$ cat src/hdl/itra_pkg.sv
`timescale 1ns / 1ps
// Shared types and constants for the integer to radix ASCII unit.
// Used by itra_ctrl, itra_datapath and integer_to_radix_ascii_unit; depends on nothing.

package itra_pkg;

   localparam int RADIX_W = 6;
   localparam int CHAR_W = 8;
   localparam int DIV_BITS = 4;

   localparam logic [RADIX_W-1:0] RADIX_MIN = 6'd2;
   localparam logic [RADIX_W-1:0] RADIX_MAX = 6'd36;
   localparam logic [RADIX_W-1:0] RADIX_RESET = 6'd10;

   localparam logic [CHAR_W-1:0] CHAR_MINUS = 8'h2d;
   localparam logic [CHAR_W-1:0] CHAR_ZERO = 8'h30;
   localparam logic [CHAR_W-1:0] CHAR_ALPHA_BASE = 8'h57;
   localparam logic [CHAR_W-1:0] CHAR_NONE = 8'h00;
   localparam logic [RADIX_W-1:0] DECIMAL_DIGITS = 6'd10;

   typedef enum logic [2:0] {
      ST_IDLE,
      ST_EMPTY,
      ST_DIV,
      ST_SIGN,
      ST_READ,
      ST_EMIT
   } state_type;

   typedef struct packed {
      logic load;
      logic step;
      logic rd;
      logic emit_sign;
      logic emit_digit;
      logic emit_empty;
   } cmd_type;

   typedef struct packed {
      logic radix_ok;
      logic neg;
      logic step_last;
      logic quot_zero;
      logic stack_empty;
   } status_type;

   function automatic logic [CHAR_W-1:0] digit_char(input logic [RADIX_W-1:0] digit);
      logic [CHAR_W-1:0] ext;
      ext = CHAR_W'(digit);
      if (digit < DECIMAL_DIGITS) begin
         return CHAR_ZERO + ext;
      end else begin
         return CHAR_ALPHA_BASE + ext;
      end
   endfunction

endpackage

$ cat src/hdl/itra_ctrl.sv
`timescale 1ns / 1ps
// Controller state machine of the integer to radix ASCII unit.
// Depends on itra_pkg; drives commands to itra_datapath and reads its status.

module itra_ctrl (
   input  logic                 clock,
   input  logic                 reset,
   input  logic                 start,
   output logic                 busy,
   input  itra_pkg::status_type status,
   output itra_pkg::cmd_type    cmd
);

   itra_pkg::state_type state_ff;
   itra_pkg::state_type state_in;

   always_ff @(posedge clock) begin
      if (reset) begin
         state_ff <= itra_pkg::ST_IDLE;
      end else begin
         state_ff <= state_in;
      end
   end

   always_comb begin
      state_in = state_ff;
      cmd = '0;
      busy = 1'b1;
      unique case (state_ff)
         itra_pkg::ST_IDLE: begin
            busy = 1'b0;
            if (start) begin
               cmd.load = 1'b1;
               state_in = status.radix_ok ? itra_pkg::ST_DIV : itra_pkg::ST_EMPTY;
            end
         end
         itra_pkg::ST_EMPTY: begin
            cmd.emit_empty = 1'b1;
            state_in = itra_pkg::ST_IDLE;
         end
         itra_pkg::ST_DIV: begin
            cmd.step = 1'b1;
            if (status.step_last && status.quot_zero) begin
               state_in = status.neg ? itra_pkg::ST_SIGN : itra_pkg::ST_READ;
            end
         end
         itra_pkg::ST_SIGN: begin
            cmd.emit_sign = 1'b1;
            cmd.rd = 1'b1;
            state_in = itra_pkg::ST_EMIT;
         end
         itra_pkg::ST_READ: begin
            cmd.rd = 1'b1;
            state_in = itra_pkg::ST_EMIT;
         end
         itra_pkg::ST_EMIT: begin
            cmd.emit_digit = 1'b1;
            if (status.stack_empty) begin
               state_in = itra_pkg::ST_IDLE;
            end else begin
               cmd.rd = 1'b1;
            end
         end
         default: begin
            state_in = itra_pkg::ST_IDLE;
         end
      endcase
   end

endmodule

$ cat src/hdl/itra_datapath.sv
`timescale 1ns / 1ps
// Datapath of the integer to radix ASCII unit: radix register, iterative divider,
// digit stack memory and result register. Depends on itra_pkg; driven by itra_ctrl.

module itra_datapath #(
   parameter int VALUE_BITS = 32
) (
   input  logic                           clock,
   input  logic                           reset,
   input  logic                           csr_write_enable,
   input  logic [itra_pkg::RADIX_W-1:0]   csr_write_data,
   input  logic [VALUE_BITS-1:0]          req_value,
   input  itra_pkg::cmd_type              cmd,
   output itra_pkg::status_type           status,
   output logic                           rsp_valid,
   output logic [itra_pkg::CHAR_W-1:0]    rsp_character,
   output logic                           rsp_last,
   output logic                           rsp_empty_res
);

   localparam int STEPS = (VALUE_BITS + itra_pkg::DIV_BITS - 1) / itra_pkg::DIV_BITS;
   localparam int PAD_W = STEPS * itra_pkg::DIV_BITS;
   localparam int STEP_W = $clog2(STEPS);
   localparam int ADDR_W = $clog2(VALUE_BITS);
   localparam int CNT_W = $clog2(VALUE_BITS + 1);
   localparam int RW = itra_pkg::RADIX_W;

   logic [RW-1:0]             radix_ff;
   logic [PAD_W-1:0]          mag_ff;
   logic [RW-1:0]             rem_ff;
   logic [STEP_W-1:0]         step_ff;
   logic [CNT_W-1:0]          count_ff;
   logic                      neg_ff;
   logic [RW-1:0]             rd_data_ff;
   logic [RW-1:0]             stack_mem [VALUE_BITS];
   logic                      rsp_valid_ff;
   logic [itra_pkg::CHAR_W-1:0] rsp_char_ff;
   logic                      rsp_last_ff;
   logic                      rsp_empty_ff;

   logic [VALUE_BITS-1:0]     in_mag;
   logic [PAD_W-1:0]          div_quot;
   logic [RW-1:0]             div_rem;
   logic [CNT_W-1:0]          count_dec;
   logic                      step_last;

   assign in_mag = req_value[VALUE_BITS-1] ? (~req_value + VALUE_BITS'(1)) : req_value;
   assign count_dec = count_ff - CNT_W'(1);
   assign step_last = (step_ff == STEP_W'(STEPS - 1));

   // Restoring division, several quotient bits per cycle; the remainder stays below the radix.
   always_comb begin
      logic [RW:0] trial;
      logic        qbit;
      div_rem = rem_ff;
      div_quot = mag_ff;
      for (int k = 0; k < itra_pkg::DIV_BITS; k++) begin
         trial = {div_rem, div_quot[PAD_W-1]};
         if (trial >= {1'b0, radix_ff}) begin
            trial = trial - {1'b0, radix_ff};
            qbit = 1'b1;
         end else begin
            qbit = 1'b0;
         end
         div_rem = trial[RW-1:0];
         div_quot = {div_quot[PAD_W-2:0], qbit};
      end
   end

   always_comb begin
      status.radix_ok = (radix_ff >= itra_pkg::RADIX_MIN) && (radix_ff <= itra_pkg::RADIX_MAX);
      status.neg = neg_ff;
      status.step_last = step_last;
      status.quot_zero = (div_quot == '0);
      status.stack_empty = (count_ff == '0);
   end

   always_ff @(posedge clock) begin
      if (reset) begin
         radix_ff <= itra_pkg::RADIX_RESET;
         step_ff <= '0;
         count_ff <= '0;
         rsp_valid_ff <= 1'b0;
      end else begin
         if (csr_write_enable) begin
            radix_ff <= csr_write_data;
         end
         if (cmd.load) begin
            step_ff <= '0;
            count_ff <= '0;
         end else if (cmd.step) begin
            if (step_last) begin
               step_ff <= '0;
               count_ff <= count_ff + CNT_W'(1);
            end else begin
               step_ff <= step_ff + STEP_W'(1);
            end
         end else if (cmd.rd) begin
            count_ff <= count_dec;
         end
         rsp_valid_ff <= cmd.emit_sign | cmd.emit_digit | cmd.emit_empty;
      end
   end

   always_ff @(posedge clock) begin
      if (cmd.load) begin
         mag_ff <= PAD_W'(in_mag);
         rem_ff <= '0;
         neg_ff <= req_value[VALUE_BITS-1];
      end else if (cmd.step) begin
         mag_ff <= div_quot;
         rem_ff <= step_last ? '0 : div_rem;
      end
   end

   always_ff @(posedge clock) begin
      if (cmd.step && step_last) begin
         stack_mem[count_ff[ADDR_W-1:0]] <= div_rem;
      end
      if (cmd.rd) begin
         rd_data_ff <= stack_mem[count_dec[ADDR_W-1:0]];
      end
   end

   always_ff @(posedge clock) begin
      if (cmd.emit_empty) begin
         rsp_char_ff <= itra_pkg::CHAR_NONE;
         rsp_last_ff <= 1'b1;
         rsp_empty_ff <= 1'b1;
      end else if (cmd.emit_sign) begin
         rsp_char_ff <= itra_pkg::CHAR_MINUS;
         rsp_last_ff <= 1'b0;
         rsp_empty_ff <= 1'b0;
      end else if (cmd.emit_digit) begin
         rsp_char_ff <= itra_pkg::digit_char(rd_data_ff);
         rsp_last_ff <= (count_ff == '0);
         rsp_empty_ff <= 1'b0;
      end
   end

   assign rsp_valid = rsp_valid_ff;
   assign rsp_character = rsp_char_ff;
   assign rsp_last = rsp_last_ff;
   assign rsp_empty_res = rsp_empty_ff;

endmodule

$ cat src/hdl/integer_to_radix_ascii_unit.sv
`timescale 1ns / 1ps
// Top level of the integer to radix ASCII unit: joins itra_ctrl and itra_datapath.
// Depends on itra_pkg, itra_ctrl and itra_datapath.
//
//   Channel   Ports                                          Handshake
//   request   req_value                                      start, busy
//   response  rsp_character, rsp_last, rsp_empty_res         rsp_valid (one cycle)
//   config    csr_write_data                                 csr_write_enable
//
// An item keeps busy high while it is divided and while its characters are read out.
// The divider produces four quotient bits per cycle, and the division is repeated for each digit;
// after that the digit stack memory delivers one character per cycle.
// An invalid radix gives a single empty result, set from ST_EMPTY through the response register.
// Reset restores the radix to ten and empties the block; results cannot be stalled.

module integer_to_radix_ascii_unit #(
   parameter int VALUE_BITS = 32
) (
   input  logic                           clock,
   input  logic                           reset,
   input  logic                           start,
   output logic                           busy,
   input  logic [VALUE_BITS-1:0]          req_value,
   output logic                           rsp_valid,
   output logic [itra_pkg::CHAR_W-1:0]    rsp_character,
   output logic                           rsp_last,
   output logic                           rsp_empty_res,
   input  logic                           csr_write_enable,
   input  logic [itra_pkg::RADIX_W-1:0]   csr_write_data
);

   itra_pkg::cmd_type    cmd;
   itra_pkg::status_type status;

   itra_ctrl u_ctrl (
      .clock  (clock),
      .reset  (reset),
      .start  (start),
      .busy   (busy),
      .status (status),
      .cmd    (cmd)
   );

   itra_datapath #(
      .VALUE_BITS (VALUE_BITS)
   ) u_datapath (
      .clock            (clock),
      .reset            (reset),
      .csr_write_enable (csr_write_enable),
      .csr_write_data   (csr_write_data),
      .req_value        (req_value),
      .cmd              (cmd),
      .status           (status),
      .rsp_valid        (rsp_valid),
      .rsp_character    (rsp_character),
      .rsp_last         (rsp_last),
      .rsp_empty_res    (rsp_empty_res)
   );

`ifndef SYNTH
   a_accept_busy: assert property (@(posedge clock) disable iff (reset)
      (start && !busy) |=> busy)
      else $error("accepted item did not raise busy");

   a_result_in_work: assert property (@(posedge clock) disable iff (reset)
      rsp_valid |-> $past(busy))
      else $error("result without an item at work");

   a_empty_is_last: assert property (@(posedge clock) disable iff (reset)
      (rsp_valid && rsp_empty_res) |-> rsp_last)
      else $error("empty result not marked last");

   a_last_frees: assert property (@(posedge clock) disable iff (reset)
      (rsp_valid && rsp_last) |-> !busy)
      else $error("busy still high with final character");
`endif

endmodule

$ cat config.mk
export PLATFORM = sky130hd
export DESIGN_NAME = integer_to_radix_ascii_unit
export DESIGN_NICKNAME = d
export VERILOG_FILES = /design/src/hdl/itra_pkg.sv /design/src/hdl/itra_ctrl.sv /design/src/hdl/itra_datapath.sv /design/src/hdl/integer_to_radix_ascii_unit.sv
export SDC_FILE = /design/constraint.sdc
export NUM_CORES = 1
export LEC_CHECK = 0
export ABC_AREA = 1
export BUFFER_PORTS_ARGS = -buffer_cell sky130_fd_sc_hd__buf_2
export CAP_MARGIN = 25
export CORE_MARGIN = 10
export CORE_UTILIZATION = 45
export DETAILED_ROUTE_END_ITERATION = 12
export GPL_ROUTABILITY_DRIVEN = 1
export SLEW_MARGIN = 20
export SYNTH_ARGS = -nofsm -noshare
export SYNTH_HDL_FRONTEND = slang
export SYNTH_SLANG_ARGS = --single-unit
$ cat constraint.sdc
create_clock -name clock -period 6.72 [get_ports clock]
set_input_delay 0 -clock clock [delete_from_list [all_inputs] [get_ports clock]]
set_output_delay 0 -clock clock [all_outputs]
set_load 0.02 [all_outputs]
# Word level (Yosys, flattened, before mapping)
# Memory sizes are Yosys's and may differ from the RTL's. A register that Yosys moved wholly into a read port is not among the register bits.
# Cells that the tools add are included.
[classes]
magnitude_cmp = 7
reduce_logical = 14
bitwise = 3
n_div = 0
shift = 0
mul = 0
n_mux = 40
eq_ne = 10
add_sub_neg = 10
[op_table]
columns = ["cell", "count"]
rows = [
  ["$mux 32", 3],
  ["$mux 6", 10],
  ["$add 32x1->32 const B", 1],
  ["$logic_not 32->1", 1],
  ["$not 32->32", 1],
  ["$ge 7x6->1", 4],
  ["$sub 6x6->6", 4],
  ["$mux 1", 18],
  ["$mux 3", 5],
  ["$pmux 3 s4", 1],
  ["$eq 3x3->1 const B", 3],
  ["$add 7x6->8 const A", 1],
  ["$mux 8", 1],
  ["$add 6x6->7 const A", 1],
  ["$add 6x1->6 const B", 1],
  ["$eq 3x2->1 const B", 2],
  ["$ge 6x2->1 const B", 1],
  ["$le 6x6->1 const B", 1],
  ["$logic_not 6->1", 1],
  ["$lt 6x4->1 const B", 1],
  ["$ne 2x2->1 const B", 3],
  ["$reduce_bool 2->1", 3],
  ["$reduce_or 2->1", 3],
  ["$sub 6x1->6 const B", 1],
  ["10 further kinds", 13],
]
[totals]
ff_bits = 68
mem_count = 1
output_inout_bits = 12
ramBits = 192
inputBits = 42
latchBits = 0
mem_bits_ro = 0
[mem_list]
columns = ["name", "depth", "width", "rd", "rd_clocked_by_memory_dff", "wr", "line", "source"]
rows = [
  ["u_datapath.stack_mem", 32, 6, 1, 1, 1, "itra_datapath.sv:35", "logic [RW-1:0] stack_mem [VALUE_BITS];"],
]

# Depth between registers and ports, before layout
# Gate-level depths: netlist of run 1.
[depth]
word_depth = 12
mapped_depth = 45

# Cells and area by module
# A second synthesis of run 1 with hierarchy kept.
[hier_totals]
cells_unflattened = 1296
hier_area_um2 = 13212.7
[modules_own_cells]
columns = ["module", "area_per_inst_um2", "cells_each", "n_inst", "seq_area_each_um2"]
rows = [
  ["itra_datapath", 12974.9, 1255, 1, 7577.3],
  ["itra_ctrl", 237.7, 41, 1, 60.1],
]

# Worst setup path after synthesis of run 1
# OpenSTA, ideal clock, no wires.
[synth_timing]
path_type = "register to register"
start = "register u_datapath.radix_ff[1]"
end = "memory u_datapath.stack_mem[0][1] in the netlist's numbering (data pin)"
synth_period_minus_slack_ps = 7108
setup_slack_ps = -388
arrival_ps = 6644
stages_incl_launch_ff = 38
setup_time_ps = 464
n_path_buf = 0
cell_sequence = "dfxtp_1 -> inv_1 -> ha_1 -> nand3_1 -> nand2_4 -> nand2_4 -> nand2_1 -> nor2_2 -> nand2_1 -> o21ai_0 -> ha_1 -> a21o_1 -> nand2_1 -> nand3_1 -> nand2_1 -> nand3_2 -> inv_2 -> nand2_1 -> (+2 left out) -> a21oi_1 -> nand2_1 -> a21boi_1 -> o21ai_0 -> nand2_1 -> nand2_1 -> inv_1 -> nand3_4 -> o21ai_1 -> inv_1 -> ha_1 -> a21oi_1 -> o21ai_1 -> a21oi_1 -> o21bai_1 -> a211oi_4 -> nand3_4 -> o21ai_0"
[synth_between]
elab_chain_len = 8
[synth_rtl]
columns = ["element", "line", "source"]
rows = [
  ["start: declaration", "itra_datapath.sv:28", "logic [RW-1:0] radix_ff;"],
  ["start signal: assignment", "itra_datapath.sv:80", "radix_ff <= itra_pkg::RADIX_RESET;"],
  ["start signal: assignment", "itra_datapath.sv:86", "radix_ff <= csr_write_data;"],
  ["$sub 6x6->6 or $ge 7x6->1 (tied branches)", "itra_datapath.sv:60, itra_datapath.sv:59", ""],
  ["$mux 6", "itra_datapath.sv:59", "if (trial >= {1'b0, radix_ff}) begin"],
  ["$sub 6x6->6 or $ge 7x6->1 (tied branches)", "itra_datapath.sv:60, itra_datapath.sv:59", ""],
  ["$mux 6", "itra_datapath.sv:59", ""],
  ["$ge 7x6->1 or $sub 6x6->6 (tied branches)", "itra_datapath.sv:59, itra_datapath.sv:60", ""],
  ["$mux 6", "itra_datapath.sv:59", ""],
  ["$sub 6x6->6 or $ge 7x6->1 (tied branches)", "itra_datapath.sv:60, itra_datapath.sv:59", ""],
  ["$mux 6 (*)", "itra_datapath.sv:59", ""],
  ["net u_datapath.div_rem[1]", "itra_datapath.sv:43", "logic [RW-1:0] div_rem;"],
  ["end: declaration", "itra_datapath.sv:35", ""],
]
# The timed path passes the listed nets; every way through them passes the cells marked *.

# Final worst setup path of run 1
[layout_timing]
start = "register u_datapath.radix_ff[5]"
end = "memory u_datapath.stack_mem[31][0] in the netlist's numbering (data pin)"
[layout_between]
elab_chain_len = 8
[layout_rtl]
columns = ["element", "line"]
rows = [
  ["$sub 6x6->6 or $ge 7x6->1 (tied branches)", "itra_datapath.sv:60, itra_datapath.sv:59"],
  ["$mux 6", "itra_datapath.sv:59"],
  ["$ge 7x6->1 or $sub 6x6->6 (tied branches)", "itra_datapath.sv:59, itra_datapath.sv:60"],
  ["$mux 6", "itra_datapath.sv:59"],
  ["$sub 6x6->6 or $ge 7x6->1 (tied branches)", "itra_datapath.sv:60, itra_datapath.sv:59"],
  ["$mux 6", "itra_datapath.sv:59"],
  ["$ge 7x6->1 (*)", "itra_datapath.sv:59"],
  ["$mux 6 (*)", "itra_datapath.sv:59"],
  ["net u_datapath.div_rem[0]", "itra_datapath.sv:43"],
]
# Marked as above.

==> summary.md, run 1 <==
| Metric | Value |
|---|---|
| CTS Buffer Depth | `3` |
| Final hold vios | `0` |
| Synth Area in XOR/XNOR | `3.14%` |
| Critical path required time | `7.01 ns` |
| DIE AREA | `0.0364 mm^2` |
| Worst path bufs/invs | `10` |
| Number of flops mapped to enable cells by yosys | `231` |
| Min cycle time layout | `6.35 ns` |
| Worst R2R Start | `u_datapath.radix_ff[5]` |
| Footprint of the multi-input gates | `0.00509 mm^2` |
| Asr flop ratio synth | `0%` |
| DRC violations left | `0` |
| Initial Util | `45.6%` |
| Max-Cap Viols | `0` |
| CP top delay family | `simple AND/OR/NAND/NOR gates` |
| Routed Wire Length | `32,600 um` |
| Vias in the first global route | `9,436` |
| Die Wd | `191 um` |
| Combinational family with the most area after synthesis | `simple AND/OR/NAND/NOR gates` |
| Ys flop type | `edfxtp_1` |
| Setup TNS | `0 ns` |
| FF/Latch Area | `0.00764 mm^2` |
| Clk sinks | `266` |
| Clock transition at path regs | `0.06 ns` |
| Gr usage total | `17.5%` |
| Fin crit share | `94.5%` |
| Achievable Freq | `157 MHz` |
| Final setup violation count | `0` |
| Clock Latency Late Sink | `0.56 ns` |
| FF-to-FF setup slack | `0.37 ns` |
| Hold path startpoint | `req_value[22]` |
| Post-DR wirelength/cell | `18.2 um` |
| Detailed Route Iter0 Violations | `790` |
| Via-to-Cell Ratio | `5.39` |
| Core area | `0.0288 mm^2` |
| N_diodes | `0` |
| I/O Pins | `54` |
| First-pass GRT wire length | `51,400 um` |
| Synth warn | `0` |
| Root buffer cell | `clkbuf_16` |
| Final #Nets | `1,468` |
| Crit-path slowest cell | `dfxtp_1` |
| Total grt overflow | `0` |
| Top cells by count, synth | `231 x edfxtp_1, 208 x nor2_1, 152 x nand2_1` |
| Overall die height | `191 um` |
| Status | `finished, final reports clean` |
| Crit-path most repeated cell | `nand2_1` |
| H-tree depth | `1` |
| Largest net degree at the start of global routing | `62` |
| Hold worst-path end | `u_datapath.mag_ff[22]` |
| Hold depth | `4` |
| Gpl congestion | `0.883` |
| Yosys top cell by area | `edfxtp_1` |
| Reg2reg path depth | `44` |
| CP endpoint kind | `register` |
| DRT antenna net count | `0` |
| Synth unique cells | `55` |
| Syn nets | `1,343` |
| Post-Synth Simple-Gate Area | `15.7%` |
| First-pass DRT Iterations | `5` |
| Crit Reg-Reg Endpoint | `u_datapath.stack_mem[31][0]` |
| HPWL after DPL | `20,900 um` |
| Slew Limit Fails | `0` |
| Post-synthesis compound-gate area fraction | `13.1%` |
| Worst Path Arrival | `6.64 ns` |
| Register area share after synthesis | `58.2%` |
| Critical Path Max Stage Delay | `0.33 ns` |
| Max_slew headroom | `41.6%` |
| Worst Skew | `0.0295 ns` |
| Adder-cell share of the synthesized area | `4.04%` |
| Buffers on Ports | `53` |
| Via count | `9,661` |
| FILL cells | `2,474` |
| Synth top area share | `52.8%` |
| Hold crit path type | `in2reg` |
| Mux cell area share after synthesis | `1.55%` |
| Num rows | `62` |
| Worst Setup Start Kind | `register` |
| Post-synthesis cell count | `1,261` |
| Largest cells by area after synthesis | `edfxtp_1 53%, nor2_1 5.9%, dfxtp_1 5.3%` |
| P&R area growth vs syn | `19.4%` |
| Yosys reg bits | `266` |
| Count leader, synth | `edfxtp_1` |
| Critical path type | `reg2reg` |
| Mapped Area | `0.0131 mm^2` |
| Share of cells above drive strength 1 | `14.9%` |
| Initial antenna violation count | `0` |
| CTS buffer count | `28` |
| Worst-Margin Slew | `0.869 ns` |
| Crit path max fanout | `11` |
| CTS tree | `built` |
| Avg Inst Size Synth | `10.4 um^2` |
[how the worst max path moves through the flow]
stage | from | endpoint | slack [ns] | cells past startpoint
2_1_floorplan | u_datapath.radix_ff[1] | u_datapath.stack_mem[0][1] | 0.19 | 37
3_3_place_gp | u_datapath.radix_ff[2] | u_datapath.stack_mem[20][2] | 0.15 | 39
3_5_place_dp | u_datapath.radix_ff[2] | u_datapath.stack_mem[23][2] | -0.04 | 38
4_1_cts | u_datapath.radix_ff[2] | u_datapath.rem_ff[1] | 0.06 | 41
5_1_grt | u_datapath.radix_ff[3] | u_datapath.stack_mem[19][0] | -0.04 | 46
6_report | u_datapath.radix_ff[5] | u_datapath.stack_mem[31][0] | 0.37 | 44
[logic make-up (layout without fill, tap and decap cells)]
group,count (synthesis),in the layout
AO/OA/AOI/OAI,276,276
flip-flops,266,266
XOR/XNOR,47,47
buffers and inverters,147,292
multiplexers,20,21
adder cells (fa/ha/maj),40,40
AND/OR/NAND/NOR,465,465
[flip-flops by register name, indices dropped and copies added, names as in the netlist]
signal,flops
u_datapath.stack_mem,192
u_datapath.mag_ff,32
u_datapath.rsp_valid,1
u_datapath.neg_ff,1
u_datapath.radix_ff,6
u_ctrl.state_ff,3
u_datapath.rem_ff,6
u_datapath.rsp_empty_res,1
u_datapath.rsp_character,8
u_datapath.rsp_last,1
u_datapath.rd_data_ff,6
u_datapath.step_ff,3
u_datapath.count_ff,6
[cells in the final DEF (no fill, tap or decap), types with 26 or more instances in the layout]
cell type and count:
o21ai_0 120, ha_1 29, nand2_1 150, xor2_1 34
dlygate4sd3_1 52, a21oi_1 42, inv_1 85, nor2_1 208
edfxtp_1 231, o32ai_1 29, clkbuf_16 31, dfxtp_1 33
buf_4 26, buf_2 53
[layout make-up]
cell class / instances / share of cell area [%]
well taps: 384 / 3.07
inverters: 97 / 2.34
multi-input cells: 849 / 32.5
clock buffers: 32 / 4.57
repair buffers: 144 / 7.89
clock inverters: 19 / 0.918
flip-flops and latches: 266 / 48.8
[per-stage QoR]
step | setup slack (ns) | std cells | util (%) | hold WS, ns | instance area, um^2
floorplan | 0.187 | 1261 | - | 0.0691 | 13100
global placement | 0.148 | 1672 | 48.3 | 0.210 | 13900
detailed placement | -0.0363 | 1672 | 48.3 | 0.227 | 13900
CTS | 0.0580 | 1776 | 53.2 | 0.0282 | 15300
global route | -0.0351 | 1791 | 54.5 | 0.0468 | 15700
finish | 0.368 | 1791 | 54.5 | 0.0474 | 15700
[layer usage]
| layer | vias to the layer above | GRT usage, % | wire, um |
|---|---|---|---|
| met5 | - | 0 | 0 |
| met4 | 0 | 4.66 | 786 |
| met3 | 53 | 2.29 | 1380 |
| met2 | 248 | 28.7 | 15600 |
| met1 | 4608 | 23.9 | 14800 |
| li1 | 4752 | - | - |
[worst min-delay path, cell delays in order]
cell and delay (ns):
buf_2 0.10, inv_1 0.07, xor2_1 0.09, o21ai_0 0.20
[timing repair]
item                       4_1_cts  5_1_grt
hold endpoints to repair        45        0
resized for setup                2       32
buffers inserted                 0       11
hold buffers                    52        0
setup endpoints to repair       32      201
gates cloned                     1        3
pin swaps                        0       13
Power of run 1 is left out: the tool's default activity adds up to more than one toggle a clock period on the data nets, which glitch-free logic cannot reach.
==> run 2: changes to the inputs <==
--- a/config.mk
+++ b/config.mk
@@ -5,13 +5,13 @@
 export SDC_FILE = /design/constraint.sdc
 export NUM_CORES = 1
 export LEC_CHECK = 0
-export ABC_AREA = 1
 export BUFFER_PORTS_ARGS = -buffer_cell sky130_fd_sc_hd__buf_2
 export CAP_MARGIN = 25
 export CORE_MARGIN = 10
 export CORE_UTILIZATION = 45
 export DETAILED_ROUTE_END_ITERATION = 12
 export GPL_ROUTABILITY_DRIVEN = 1
+export REMOVE_ABC_BUFFERS = 1
 export SLEW_MARGIN = 20
 export SYNTH_ARGS = -nofsm -noshare
 export SYNTH_HDL_FRONTEND = slang
==> run 2 against run 1 <==
The flow now finishes with violations (negative setup slack). Utilization up 4.1 points. Register-to-register slack worse by 0.57 ns. Final cell count shrank 13%. Critical endpoint is now u_datapath.rem_ff[2]. Die area is 1.3% lower. Clock skew fell by 0.0086 ns. Sequential share of layout area is 2.3 points lower. Area after synthesis is 1.5% lower. Routed wire length decreased by 3.6%. Critical path type unchanged. Fmax decreased by 8.2%. Hold slack gained 0.27 ns. Critical path depth is 9 lower.
==> summary.md, run 2 <==
| Metric | Value |
|---|---|
| First-pass DRT Iterations | `4 (-1)` |
| DRT antenna net count | `0 (unchanged)` |
| Buffers on Ports | `53 (unchanged)` |
| Critical Path Max Stage Delay | `0.40 ns (+0.07 ns)` |
| Final worst slack | `-0.200 ns (-0.568 ns)` |
| Core area | `0.0281 mm^2 (-2.4%)` |
| Total grt overflow | `0 (unchanged)` |
| Commonest non-fill, non-tap cells in the layout | `231 x edfxtp_1, 97 x buf_4, 90 x nor2_1, 78 x nand2_1, 60 x mux4_2` |
| Detailed Route Iter0 Violations | `536 (-32%)` |
| Global Route met3 Usage | `2.08% (-0.21 points)` |
| Count leader, synth | `edfxtp_1` |
| RSZ-0062 raised after global routing | `true` |
| Clock transition at path regs | `0.07 ns (about the same)` |
| Critical path required time | `7.17 ns (+0.16 ns)` |
| Met1 Use GR | `22.0% (-1.8 points)` |
| Worst Skew | `0.0209 ns (-0.00861 ns)` |
| Largest cells by area after synthesis | `edfxtp_1 54%, mux4_2 10%, dfxtp_1 5.4%` |
| Hold path startpoint | `reset` |
| Die Wd | `190 um (-0.67%)` |
| I/O Pins | `54 (unchanged)` |
| Initial antenna violation count | `0 (unchanged)` |
| Crit path max fanout | `6 (-5)` |
| Synth top area share | `53.6% (+0.80 points)` |
| DRC violations left | `0 (unchanged)` |
| N_diodes | `0 (unchanged)` |
| Worst R2R Start | `u_datapath.radix_ff[4]` |
| Largest net degree at the start of global routing | `65 (+4.8%)` |
| Register area share after synthesis | `59.1% (+0.88 points)` |
| Via-to-Cell Ratio | `5.44 (+0.91%)` |
| Asr flop ratio synth | `0% (unchanged)` |
| Global routing usage on met2 | `29.3% (+0.63 points)` |
| Root buffer cell | `clkbuf_16` |
| Status | `complete, but fails checks` |
| Num rows | `61 (-1.6%)` |
| Via count | `8,519 (-12%)` |
| Max reg flops | `192 (unchanged)` |
| Yosys reg bits | `266 (unchanged)` |
| Routed Wire Length | `31,400 um (-3.6%)` |
| Mapped Area | `0.0129 mm^2 (-1.5%)` |
| Crit-path slowest cell | `a221o_2` |
| Violated checks | `negative setup slack` |
| DIE AREA | `0.0359 mm^2 (-1.3%)` |
| Worst-Margin Slew | `0.785 ns (-0.0842 ns)` |
| DP Area | `0.0143 mm^2 (+2.9%)` |
| Post-DR wirelength/cell | `20.1 um (+10%)` |
| H-tree depth | `1 (unchanged)` |
| Top cells by count, synth | `231 x edfxtp_1, 93 x nor2_1, 78 x nand2_1` |
| Crit Reg-Reg Endpoint | `u_datapath.rem_ff[2]` |
| Vias in the first global route | `8,813 (-6.6%)` |
| Hold depth | `3 (-1)` |
| Final hold vios | `0 (unchanged)` |
| Gr usage total | `17.0% (-0.50 points)` |
| Max-Cap Viols | `0 (unchanged)` |
| CP endpoint kind | `register` |
| Min cycle time layout | `6.92 ns (+0.568 ns)` |
| Synth warn | `0 (unchanged)` |
| Hold crit path type | `in2reg` |
| Gr busiest metal | `met2` |
| Max_slew headroom | `47.5% (+5.9 points)` |
| First-pass GRT wire length | `48,500 um (-5.7%)` |
| Ys flop type | `edfxtp_1` |
| Avg Inst Size Synth | `13.7 um^2 (+31%)` |
| Reg2reg path depth | `35 (-20%)` |
| CTS Buffer Depth | `3 (unchanged)` |
| Final setup violation count | `198 (+198)` |
| Overall die height | `190 um (-0.67%)` |
| Final #Nets | `1,248 (-15%)` |
| Share of cells above drive strength 1 | `31.2% (+16 points)` |
| Critical path type | `reg2reg` |
| Post-synthesis cell count | `946 (-25%)` |
| Yosys top cell by area | `edfxtp_1` |
| CTS buffer count | `28 (unchanged)` |
| Number of flops mapped to enable cells by yosys | `231 (unchanged)` |
| Fin crit share | `103% (+8.5 points)` |
| Most common cell after layout, fill and taps aside | `edfxtp_1` |
| Worst Setup Start Kind | `register` |
| Synth unique cells | `82 (+49%)` |
| P&R area growth vs syn | `27.2%` |
| Cell area after layout | `0.0164 mm^2 (+4.9%)` |
| Hold worst-path end | `u_ctrl.state_ff[2]` |
| Clock Latency Late Sink | `0.56 ns (about the same)` |
| FF-to-FF setup slack | `-0.20 ns (-0.57 ns)` |
| Util after Layout | `58.6% (+4.1 points)` |
| Initial Util | `46.0% (+0.43 points)` |
| CTS tree | `built` |
| Slew Limit Fails | `0 (unchanged)` |
| Achievable Freq | `145 MHz (-8.2%)` |
| HPWL after DPL | `21,000 um (+0.30%)` |
| Gpl congestion | `0.889 (+0.63%)` |
| Clk sinks | `266 (unchanged)` |
| Worst Path Arrival | `7.37 ns (+0.73 ns)` |
run 2: cell count changes in the layout (fill, tap and decap cells not counted), moves of 16 or more:
cell,before,now
nor2_1,208,90
nand2_1,150,78
buf_4,26,97
o21ai_0,120,55
mux4_2,0,60
inv_1,85,33
o32ai_1,29,0
o221ai_1,20,0
a21oi_1,42,26
run 2: cell type report:
class,instances,area (um^2)
sequential,266,7640
clock buffer,28,701
timing repair buffer,228,1940
clock inverter,23,233
fill,2252,11600
tap,378,473
multi-input combinational,602,5310
inverter,40,150
run 2: timing repair:
| action | 4_1_cts | 5_1_grt |
|---|---|---|
| hold buffers | 51 | 0 |
| cloned | 5 | 4 |
| pin swaps | 21 | 28 |
| buffers inserted | 16 | 11 |
| hold endpoints to repair | 45 | 0 |
| gates resized for setup | 43 | 38 |
| endpoints found under the setup margin | 202 | 202 |
run 2: per-stage QoR:
stage | hold WS, ns | worst slack [ns] | TNS (ns) | instances
2_1_floorplan | 0.0724 | -1.42 | -193.40 | 908
3_3_place_gp | 0.224 | -0.307 | -39.72 | 1430
3_5_place_dp | 0.236 | -0.544 | -85.38 | 1430
4_1_cts | 0.270 | -0.0194 | -0.0194 | 1553
5_1_grt | 0.325 | -0.502 | -87.31 | 1565
6_report | 0.314 | -0.200 | -24.54 | 1565
run 2: critical path, delay by kind of cell, from the launching register on:
kind	cells	cell delay, ns
AOI/OAI and AO/OA	17	3.40
adders and majority gates	4	1.00
buffers and inverters	7	0.79
and+or+nand+nor	5	0.74
muxes	2	0.55
DFF	1	0.33
run 2: worst max path at each step:
stage,start,end
final,u_datapath.radix_ff[4],u_datapath.rem_ff[2]
after global routing,u_datapath.radix_ff[4],u_datapath.rem_ff[2]
after CTS,u_datapath.radix_ff[4],u_datapath.rem_ff[2]
after detailed placement,u_datapath.radix_ff[4],u_datapath.stack_mem[23][5]
after global placement,u_datapath.radix_ff[4],u_datapath.stack_mem[20][5]
after floorplan,u_datapath.radix_ff[1],u_datapath.stack_mem[0][0]
run 2: cell families after synthesis:
group           after synthesis  share of synthesized area [%]
compound gates              167                           8.94
xor+xnor                     53                           3.59
fa+ha+maj                    40                           4.10
buf+inv                      78                           2.37
flops                       266                           59.1
mux                          81                           12.2
simple gates                261                           9.71
run 2: per-layer routing:
layer  routed length [um]  share of wire, %
met5                    0                 0
met4                  735               2.3
met3                 1040               3.3
met2                15800                50
met1                13900                44
Power of run 2 is left out for the same reason.
==> run 3: changes to the inputs <==
--- a/config.mk
+++ b/config.mk
@@ -9,9 +9,11 @@
 export CAP_MARGIN = 25
 export CORE_MARGIN = 10
 export CORE_UTILIZATION = 45
+export CTS_BUF_LIST = sky130_fd_sc_hd__clkbuf_16
 export DETAILED_ROUTE_END_ITERATION = 12
 export GPL_ROUTABILITY_DRIVEN = 1
 export REMOVE_ABC_BUFFERS = 1
+export SETUP_SLACK_MARGIN = 0.05
 export SLEW_MARGIN = 20
 export SYNTH_ARGS = -nofsm -noshare
 export SYNTH_HDL_FRONTEND = slang
==> run 3 against run 2 <==
The flow still finishes with violations (negative setup slack). Hold slack worse by 0.016 ns. Routed wire length is essentially flat. Non-clock buffer count is the same. Sequential share of layout area about the same. Via count about the same. Flip-flop and latch count unchanged. First-iteration DRC count decreased by 12%. Cell area is essentially flat. Utilization is essentially flat. Register-to-register slack about the same. Largest cell class unchanged. Global-route usage is 0.090 points higher. Count of clock-buffer cells in the layout stayed put.
==> summary.md, run 3 (same netlist as run 2, synthesis figures left out) <==
| Metric | Value |
|---|---|
| Critical Path Sink | `u_datapath.rem_ff[2]` |
| Share of cells above drive strength 1 | `31.2% (unchanged)` |
| Commonest non-fill, non-tap cells in the layout | `231 x edfxtp_1, 96 x buf_4, 90 x nor2_1, 78 x nand2_1, 60 x mux4_2` |
| Final setup violation count | `198 (unchanged)` |
| CTS buffer count | `28 (unchanged)` |
| Initial Util | `46.0% (unchanged)` |
| Status | `complete, but fails checks` |
| Crit path max fanout | `6 (unchanged)` |
| Routed Wire Length | `31,400 um (about the same)` |
| Pre-CTS WS | `-0.544 ns (unchanged)` |
| Root buffer cell | `clkbuf_16` |
| FF-to-FF setup slack | `-0.20 ns (about the same)` |
| Die Wd | `190 um (unchanged)` |
| Final hold vios | `0 (unchanged)` |
| Post-DR wirelength/cell | `20.1 um (about the same)` |
| Initial antenna violation count | `0 (unchanged)` |
| Final #Nets | `1,248 (unchanged)` |
| H-tree depth | `1 (unchanged)` |
| Hold crit path type | `in2reg` |
| Buffers on Ports | `53 (unchanged)` |
| Crit-path slowest cell | `a221o_2` |
| DIE AREA | `0.0359 mm^2 (unchanged)` |
| Min cycle time layout | `6.92 ns (+0.00421 ns)` |
| Max_slew headroom | `45.1% (-2.4 points)` |
| CTS tree | `built` |
| Num rows | `61 (unchanged)` |
| Detailed Route Iter0 Violations | `471 (-12%)` |
| Overall die height | `190 um (unchanged)` |
| DRT antenna net count | `0 (unchanged)` |
| Gpl congestion | `0.889 (unchanged)` |
| Clock Latency Late Sink | `0.57 ns (about the same)` |
| Largest net degree at the start of global routing | `65 (unchanged)` |
| Clock transition at path regs | `0.07 ns (about the same)` |
| Achievable Freq | `144 MHz (about the same)` |
| Worst Setup Start Kind | `register` |
| Slew Limit Fails | `0 (unchanged)` |
| Total grt overflow | `0 (unchanged)` |
| Core area | `0.0281 mm^2 (unchanged)` |
| Worst R2R Start | `u_datapath.radix_ff[4]` |
| Worst-Margin Slew | `0.820 ns (+0.0358 ns)` |
| Max reg flops | `192 (unchanged)` |
| Via-to-Cell Ratio | `5.45 (about the same)` |
| RSZ-0062 raised after global routing | `true` |
| P&R area growth vs syn | `27.3% (about the same)` |
| Critical path required time | `7.17 ns (about the same)` |
| DRC violations left | `0 (unchanged)` |
| Critical path type | `reg2reg` |
| Most common cell after layout, fill and taps aside | `edfxtp_1` |
| Final worst slack | `-0.204 ns (-0.00421 ns)` |
| HPWL after DPL | `21,000 um (unchanged)` |
| Vias in the first global route | `8,848 (+0.40%)` |
| Fin crit share | `103% (about the same)` |
| Gr usage total | `17.1% (+0.090 points)` |
| First-pass GRT wire length | `48,700 um (+0.54%)` |
| CTS Buffer Depth | `3 (unchanged)` |
| N_diodes | `0 (unchanged)` |
| Violated checks | `negative setup slack` |
| Via count | `8,525 (+0.070%)` |
| Clk sinks | `266 (unchanged)` |
| Crit Reg-Reg Endpoint | `u_datapath.rem_ff[2]` |
| First-pass DRT Iterations | `4 (unchanged)` |
| Max-Cap Viols | `0 (unchanged)` |
| Critical Path Max Stage Delay | `0.40 ns (about the same)` |
| Worst Skew | `0.0275 ns (+0.00655 ns)` |
| Reg2reg path depth | `35 (unchanged)` |
| I/O Pins | `54 (unchanged)` |
| CP endpoint kind | `register` |
| Worst Path Arrival | `7.38 ns (about the same)` |
| Crit. Startpoint | `u_datapath.radix_ff[4]` |
[run 3: changes by cell type in the layout (fill, tap and decap cells not counted), sizes merged]
cell / previous run / this run
buf: 174 / 175
clkbuf: 31 / 30
[run 3: through the flow]
| stage | setup TNS [ns] | instances | instance area [um^2] | util, % | hold slack [ns] |
|---|---|---|---|---|---|
| global route | -90.60 | 1565 | 16500 | 58.6 | 0.321 |
| floorplan | -193.40 | 908 | 12800 | - | 0.0724 |
| global placement | -39.72 | 1430 | 14300 | 51.0 | 0.224 |
| finish | -26.65 | 1565 | 16500 | 58.6 | 0.297 |
| detailed placement | -85.38 | 1430 | 14300 | 51.0 | 0.236 |
| CTS | -0.125 | 1556 | 16200 | 57.7 | 0.270 |
[run 3: worst max-delay path: cells and delay by family, from the launching register on]
kind / cells / cell delay, ns
multiplexers: 2 / 0.54
AO/OA/AOI/OAI: 17 / 3.40
AND/OR/NAND/NOR: 5 / 0.74
adder cells (fa/ha/maj): 4 / 1.00
buffers and inverters: 7 / 0.78
flip-flops: 1 / 0.33
[run 3: final cells by class]
cell class	count	area, um^2
fill	2255	11600
sequential	266	7640
multi-input combinational	602	5310
timing repair buffer	228	1950
clock buffer	28	701
tap	378	473
clock inverter	23	233
inverter	40	150
[run 3: routing by layer]
layer / share of wire [%] / GRT usage, % / vias to the layer above / routed length, um
li1: - / - / 4060 / -
met1: 44 / 22.0 / 4262 / 13900
met2: 50 / 29.5 / 158 / 15700
met3: 3.4 / 2.09 / 45 / 1060
met4: 2.4 / 5.01 / 0 / 765
met5: 0 / 0 / - / 0
[run 3: worst min-delay path by stage]
stage                           start                     end  slack (ns)  cells after the start
finish                          reset      u_ctrl.state_ff[0]        0.30                      3
CTS                             reset      u_ctrl.state_ff[1]        0.27                      3
floorplan                       reset      u_ctrl.state_ff[0]        0.07                      1
global placement    csr_write_data[1]  u_datapath.radix_ff[1]        0.22                      3
global route                    reset    u_datapath.rsp_valid        0.32                      3
detailed placement  csr_write_data[1]  u_datapath.radix_ff[1]        0.24                      3
[run 3: repair_timing]
item                                    in CTS  in global routing
gates cloned                                 7                  2
hold buffers                                51                  0
resized for setup                           48                 33
pin swaps                                   22                 31
hold endpoints to repair                    45                  0
endpoints found under the setup margin     202                202
buffers inserted                            17                 10
Power of run 3 is left out for the same reason.
